$ cat src/hdl/hpm_pkg.sv
// Package for the binary16 multiplier: constants and result type.
// Depends on nothing.
`timescale 1ns / 1ps
package hpm_pkg;
    localparam logic [4:0]  EXP_ALL1  = 5'b11111;
    localparam logic [4:0]  EXP_ZERO  = 5'b00000;
    localparam logic [9:0]  FRAC_ALL1 = 10'b1111111111;
    localparam logic [15:0] QUIET_NAN = 16'h7e00;
    localparam logic [15:0] POS_INF   = 16'h7c00;
    localparam logic [15:0] NEG_MAXF  = 16'hfbff;

    typedef struct packed {
        logic [15:0] product;
        logic        invalid;
        logic        inexact;
        logic        overflow;
        logic        underflow;
    } t_result;
endpackage

$ cat src/hdl/half_precision_multiplier.sv
// Top level of the binary16 multiplier: input register, core, output register.
// Depends on hpm_pkg and hpm_core.
//
//   channel | valid   | ready   | payload
//   input   | i_valid | o_ready | i_operand_a, i_operand_b
//   output  | o_valid | i_ready | o_product, o_invalid, o_inexact, o_overflow, o_underflow
//
// One pair per cycle while the output is not stalled; a pair passes the input register, then the result register.
// The multiply and rounding sit between the two registers in hpm_core.
// Reset clears both valid bits; payload registers are not reset.
// A stalled output holds the result register and, when full, the input register.
`timescale 1ns / 1ps
module half_precision_multiplier (
    input  logic        i_clk,
    input  logic        i_rst_n,
    input  logic        i_valid,
    output logic        o_ready,
    input  logic [15:0] i_operand_a,
    input  logic [15:0] i_operand_b,
    output logic        o_valid,
    input  logic        i_ready,
    output logic [15:0] o_product,
    output logic        o_invalid,
    output logic        o_inexact,
    output logic        o_overflow,
    output logic        o_underflow
);
    import hpm_pkg::*;

    logic        r_in_v, r_out_v;
    logic [15:0] r_a, r_b;
    t_result     r_res, n_res;
    logic        adv;

    // advance the result register when it is empty or being taken
    assign adv     = !r_out_v || i_ready;
    assign o_ready = !r_in_v || adv;

    hpm_core u_core (.i_a(r_a), .i_b(r_b), .o_res(n_res));

    always_ff @(posedge i_clk) begin
        if (!i_rst_n) begin
            r_in_v  <= 1'b0;
            r_out_v <= 1'b0;
        end else begin
            if (o_ready) r_in_v <= i_valid;
            if (adv) r_out_v <= r_in_v;
        end
    end

    // hold payload on stall
    always_ff @(posedge i_clk) begin
        if (o_ready && i_valid) begin
            r_a <= i_operand_a;
            r_b <= i_operand_b;
        end
        if (adv && r_in_v) r_res <= n_res;
    end

    assign o_valid     = r_out_v;
    assign o_product   = r_res.product;
    assign o_invalid   = r_res.invalid;
    assign o_inexact   = r_res.inexact;
    assign o_overflow  = r_res.overflow;
    assign o_underflow = r_res.underflow;
endmodule

$ cat src/hdl/hpm_core.sv
// Combinational binary16 multiply, round toward positive infinity.
// Depends on hpm_pkg.
`timescale 1ns / 1ps
module hpm_core (
    input  logic [15:0]     i_a,
    input  logic [15:0]     i_b,
    output hpm_pkg::t_result o_res
);
    import hpm_pkg::*;

    logic        sign, nan_a, nan_b, inf_a, inf_b, zero_a, zero_b;
    logic [4:0]  ea, eb, ea1, eb1;
    logic [10:0] ma, mb;
    logic [21:0] prod, norm, lost;
    logic [4:0]  lead;
    logic signed [7:0] bexp, sh;
    logic [5:0]  rsh;
    logic [16:0] bits;
    logic        inx;

    always_comb begin
        sign   = i_a[15] ^ i_b[15];
        ea     = i_a[14:10];
        eb     = i_b[14:10];
        nan_a  = (ea == EXP_ALL1) && (i_a[9:0] != '0);
        nan_b  = (eb == EXP_ALL1) && (i_b[9:0] != '0);
        inf_a  = (ea == EXP_ALL1) && (i_a[9:0] == '0);
        inf_b  = (eb == EXP_ALL1) && (i_b[9:0] == '0);
        zero_a = (ea == EXP_ZERO) && (i_a[9:0] == '0);
        zero_b = (eb == EXP_ZERO) && (i_b[9:0] == '0);
        ma     = {ea != EXP_ZERO, i_a[9:0]};
        mb     = {eb != EXP_ZERO, i_b[9:0]};
        ea1    = (ea == EXP_ZERO) ? 5'd1 : ea;
        eb1    = (eb == EXP_ZERO) ? 5'd1 : eb;
        prod   = ma * mb;
        lead   = 5'd0;
        for (int k = 0; k < 22; k++) begin
            if (prod[k]) lead = 5'(k);
        end
        bexp = 8'(lead) + 8'(ea1) + 8'(eb1) - 8'sd35;
        sh   = 8'(lead) - 8'sd10;
        if (bexp < 8'sd1) begin
            sh   = sh + 8'sd1 - bexp;
            bexp = 8'sd0;
        end
        norm = '0;
        lost = '0;
        rsh  = '0;
        if (sh <= 8'sd0) begin
            norm = prod << 5'(-sh);
        end else begin
            rsh  = (sh > 8'sd22) ? 6'd22 : 6'(sh);
            norm = prod >> rsh;
            lost = prod & ~(22'h3fffff << rsh);
        end
        inx  = (lost != '0);
        if (bexp >= 8'sd1)
            bits = {7'(bexp - 8'sd1), 10'd0} + 17'(norm);
        else
            bits = 17'(norm);
        if (inx && !sign) bits = bits + 17'd1;

        o_res = '{product: '0, invalid: 1'b0, inexact: 1'b0,
                  overflow: 1'b0, underflow: 1'b0};
        if (nan_a || nan_b || (inf_a && zero_b) || (inf_b && zero_a)) begin
            o_res.product = QUIET_NAN;
            o_res.invalid = 1'b1;
        end else if (inf_a || inf_b) begin
            o_res.product = {sign, POS_INF[14:0]};
        end else if (zero_a || zero_b) begin
            o_res.product = {sign, 15'd0};
        end else if (bits >= 17'(POS_INF)) begin
            o_res.product  = sign ? NEG_MAXF : POS_INF;
            o_res.inexact  = 1'b1;
            o_res.overflow = 1'b1;
        end else begin
            o_res.product   = {sign, bits[14:0]};
            o_res.inexact   = inx;
            o_res.underflow = inx && (bits < 17'h400);
        end
    end
endmodule

$ cat config.mk
export PLATFORM = sky130hd
export DESIGN_NAME = half_precision_multiplier
export DESIGN_NICKNAME = d
export VERILOG_FILES = /design/src/hdl/hpm_pkg.sv /design/src/hdl/half_precision_multiplier.sv /design/src/hdl/hpm_core.sv
export SDC_FILE = /design/constraint.sdc
export NUM_CORES = 1
export LEC_CHECK = 0
export BUFFER_PORTS_ARGS = -buffer_cell sky130_fd_sc_hd__buf_2
export CORE_ASPECT_RATIO = 1.4
export CORE_MARGIN = 4
export CORE_UTILIZATION = 55
export DETAILED_ROUTE_END_ITERATION = 7
export GPL_ROUTABILITY_DRIVEN = 0
export PLACE_DENSITY = 0.81
export SYNTH_ARGS = -nofsm -noshare
export SYNTH_HDL_FRONTEND = slang
export SYNTH_SLANG_ARGS = --single-unit
$ cat constraint.sdc
create_clock -name i_clk -period 16.8 [get_ports i_clk]
set_input_delay 3.36 -clock i_clk [delete_from_list [all_inputs] [get_ports i_clk]]
set_output_delay 3.36 -clock i_clk [all_outputs]
set_load 0.02 [all_outputs]
==> parameters.txt <==
Parameter                              Value

Timing
  Count of final setup violators ... 0
  Crit path time final ... 15980 ps
  Worst hold margin ... 544 ps
  Final critical-path share of the clock period ... 0.951
  Hold violation total from the final report ... 0
  Fmax ... about 0.063 GHz
  Least setup slack across all paths after layout ... 821 ps
  Slew Limit Fails ... 0
  Tightest Pin Transition ... 1160 ps
  Worst setup skew after layout ... about 11 ps
  Headroom to the max-slew limit ... 0.219

Cells and area
  Fill cell count ... 1888
  Leading cell types in the layout, fill and taps excluded ... sky130_fd_sc_hd__inv_1, sky130_fd_sc_hd__nand2_1, sky130_fd_sc_hd__nor2_1
  Antenna diodes ... 0
  Finished layout cell area ... about 0.013 sq mm
  Area grow syn2layout ... 5.62%
  Final Non-Filler Cells ... 1800
  Most common cell after layout, fill and taps aside ... sky130_fd_sc_hd__inv_1
  Proportion of layout cells with a drive suffix above 1 ... 0.106
  Number of nets in the final layout ... 1728

Yosys
  Number of synthesized register bits ... 54
  Count of flip-flops with a built-in enable after synthesis ... 52
  Netlist area before placement ... between 0.01 and 0.015 sq mm
  Share of Yosys cell area claimed by the top area cell type ... 0.140
  Leading cell types by total area after synthesis ... sky130_fd_sc_hd__fa_1, sky130_fd_sc_hd__edfxtp_1, sky130_fd_sc_hd__ha_1
  Post-synthesis cell count ... 1505
  Dominant cell type by area after synthesis ... sky130_fd_sc_hd__fa_1
  Count of unique library cells instantiated by Yosys ... 108
  Sequential-to-total area share from yosys stat ... 0.133
  Net count after synthesis ... 1726
  Share of synthesized registers carrying an async set or reset ... 0
  Post-synth top flop ... sky130_fd_sc_hd__edfxtp_1
  Avg Inst Size Synth ... 7.99 sq um
  YS warnings ... 0

Critical path
  Worst endpoint data arrival time ... 16040 ps
  RR Endpoint ... o_product[0]
  Largest stage delay on the critical path ... 650 ps
  Startpoint of the lowest-slack register-to-register path ... r_b[14]
  Slowest cell on the critical path ... sky130_fd_sc_hd__nor2_1
  Total stage count of the critical path ... 63
  Launch point of the critical path ... r_b[14]
  Buffer and inverter count on the worst path ... 11
  Crit path to ... o_product[0]
  Critical path data required time ... 16860 ps
  Depth of the worst register-to-register path ... between 60 and 70
  Setup slack of the worst register-to-register path ... 820 ps
  Worst path most repeated cell ... sky130_fd_sc_hd__inv_1
  Path type of the worst setup path ... flop to flop
  Startpoint type of the worst setup path ... flop
  Cell family with most CP delay ... adder cells
  Crit Path Max Fanout ... between 50 and 60
  Category of the worst setup path capture point ... flop

Outcome
  Failing checks ... DRC
  Outcome ... finished, violations left

Global route
  Antenna violations before repair ... 0
  Fraction of met3 tracks used by global routing ... 0.0960
  First-pass GRT wire length ... 62800 um
  Maximum number of pins on one net before global-route repair ... 56
  GRT busiest layer ... met2
  Met1 global-route usage ... 0.357
  Met2 GRT Util ... 0.529
  Number of global-route vias before repair ... 11900
  Aggregate global-route resource usage ... 0.323
  Grt total ovfl ... 0

Placed design
  Total placed cells including tap cells ... 1786
  Count of input and output buffers ... 57
  Place WS ... around 470 ps
  Area post-placement ... 0.0124 sq mm
  HPWL reported at the end of detailed placement ... 30300 um

Clock network
  Number of H-tree branching levels ... 2
  Clock transition time at the flip-flop clock pins of the worst setup and hold paths ... approximately 80 ps
  Hold buffers post-CTS ... 0
  Clock tree from TritonCTS ... built
  Number of clock sinks ... 54
  Cell at the root of the clock tree ... sky130_fd_sc_hd__clkbuf_16
  Clock buffers created by TritonCTS ... 5
  Insertion delay of the later-clocked pin in the worst-skew pair ... 330 ps
  Clock buffer depth ... 2

Drt
  Via density per instance ... 6.72
  Post-detailed-route count of antenna-violating nets ... 0
  DRT iter0 DRCs ... a little under 2000
  Remaining design rule violation count ... 98
  Total iterations of the first detailed-routing run ... 8
  Total via count in the routed design ... 12100
  Detailed-route wire length ... between 30000 and 40000 um
  Per-cell routed wire length ... 21.9 um

Die
  # IOs ... 58
  Starting Density ... 0.563
  Width of the die ... 133 um
  Die outline height ... between 150 and 200 um
  Die footprint ... 0.0243 sq mm
  Row count ... 63
  Core region area ... 0.0214 sq mm

Min path
  Worst hold path class ... flop to flop

Run
  Reported max-cap violation count ... 0
==> worst reg2reg max path: cells and delay by family, from the launching register on <==
kind | cells | cell delay [ps]
adder cells (fa/ha/maj) | 12 | 4840
AO/OA/AOI/OAI | 21 | 4750
buffers and inverters | 11 | 1580
AND/OR/NAND/NOR | 14 | 3270
XOR/XNOR | 4 | 690
multiplexers | 1 | 190
flip-flops | 1 | 400
==> cells by family (layout without fill, tap and decap cells) <==
family                   Yosys count  in the layout  share of synthesized area
flip-flops                        54             54                      0.133
adder cells (fa/ha/maj)          185            185                      0.245
multiplexers                      29             29                     0.0265
AND/OR/NAND/NOR                  547            547                      0.234
AO/OA/AOI/OAI                    400            400                      0.239
buffers and inverters            233            236                     0.0793
XOR/XNOR                          57             57                     0.0428
==> metrics by stage <==
step | utilization | setup TNS [ps]
after floorplan | - | 0
final | 0.595 | 0
after CTS | 0.589 | 0
after detailed placement | 0.582 | 0
after global routing | 0.595 | -16.2
after global placement | 0.582 | 0
==> how the worst min path moves through the flow <==
stage / endpoint / slack (ps) / start / cells after the start
floorplan: o_valid / 480 / r_in_v / 1
global route: o_valid / 590 / r_in_v / 1
CTS: o_valid / 540 / r_in_v / 1
global placement: o_valid / 500 / r_in_v / 1
detailed placement: o_valid / 510 / r_in_v / 1
finish: o_valid / 540 / r_in_v / 1
==> area by class of cell <==
class | count | area, sq um | area share
Clock buffer | 5 | 125 | 0.00985
Clock inverter | 3 | 26.3 | 0.00207
Inverter | 142 | 541 | 0.0425
Multi-Input combinational cell | 1218 | 9530 | 0.751
Sequential cell | 54 | 1600 | 0.126
Tap cell | 292 | 365 | 0.0288
Timing Repair Buffer | 86 | 510 | 0.0402
==> sequential cells by signal, summed over array words and instances, names as in the netlist <==
| signal | flops |
|---|---|
| o_invalid | 1 |
| o_overflow | 1 |
| o_valid | 1 |
| r_a | 16 |
| o_underflow | 1 |
| o_inexact | 1 |
| r_in_v | 1 |
| r_b | 16 |
| o_product | 16 |
==> per-layer routing <==
layer / part of all wire / vias to the layer above
li1: - / 5403
met1: 0.35 / 5555
met2: 0.46 / 825
met3: 0.11 / 316
met4: 0.089 / 0
met5: 0 / -
==> synthesized netlist by cell type (all sizes together) (17+ instances only) <==
library cell  number
fa                84
xnor2             35
o211ai            29
nor3              49
edfxtp            52
clkbuf            56
nand2            141
a211oi            21
inv              142
xor2              22
o21ai             75
mux2i             24
nor2             121
ha               101
o31ai             17
and2              87
buf               35
nand3             47
a21oi             83
==> timing repair <==
action	in CTS	in global routing
resized for setup	0	17
endpoints found under the setup margin	0	18
buffers inserted	0	6
endpoints found under the hold margin	0	0
Power is left out: the tool's default activity adds up to more than one toggle a clock period on the data nets, which glitch-free logic cannot reach.
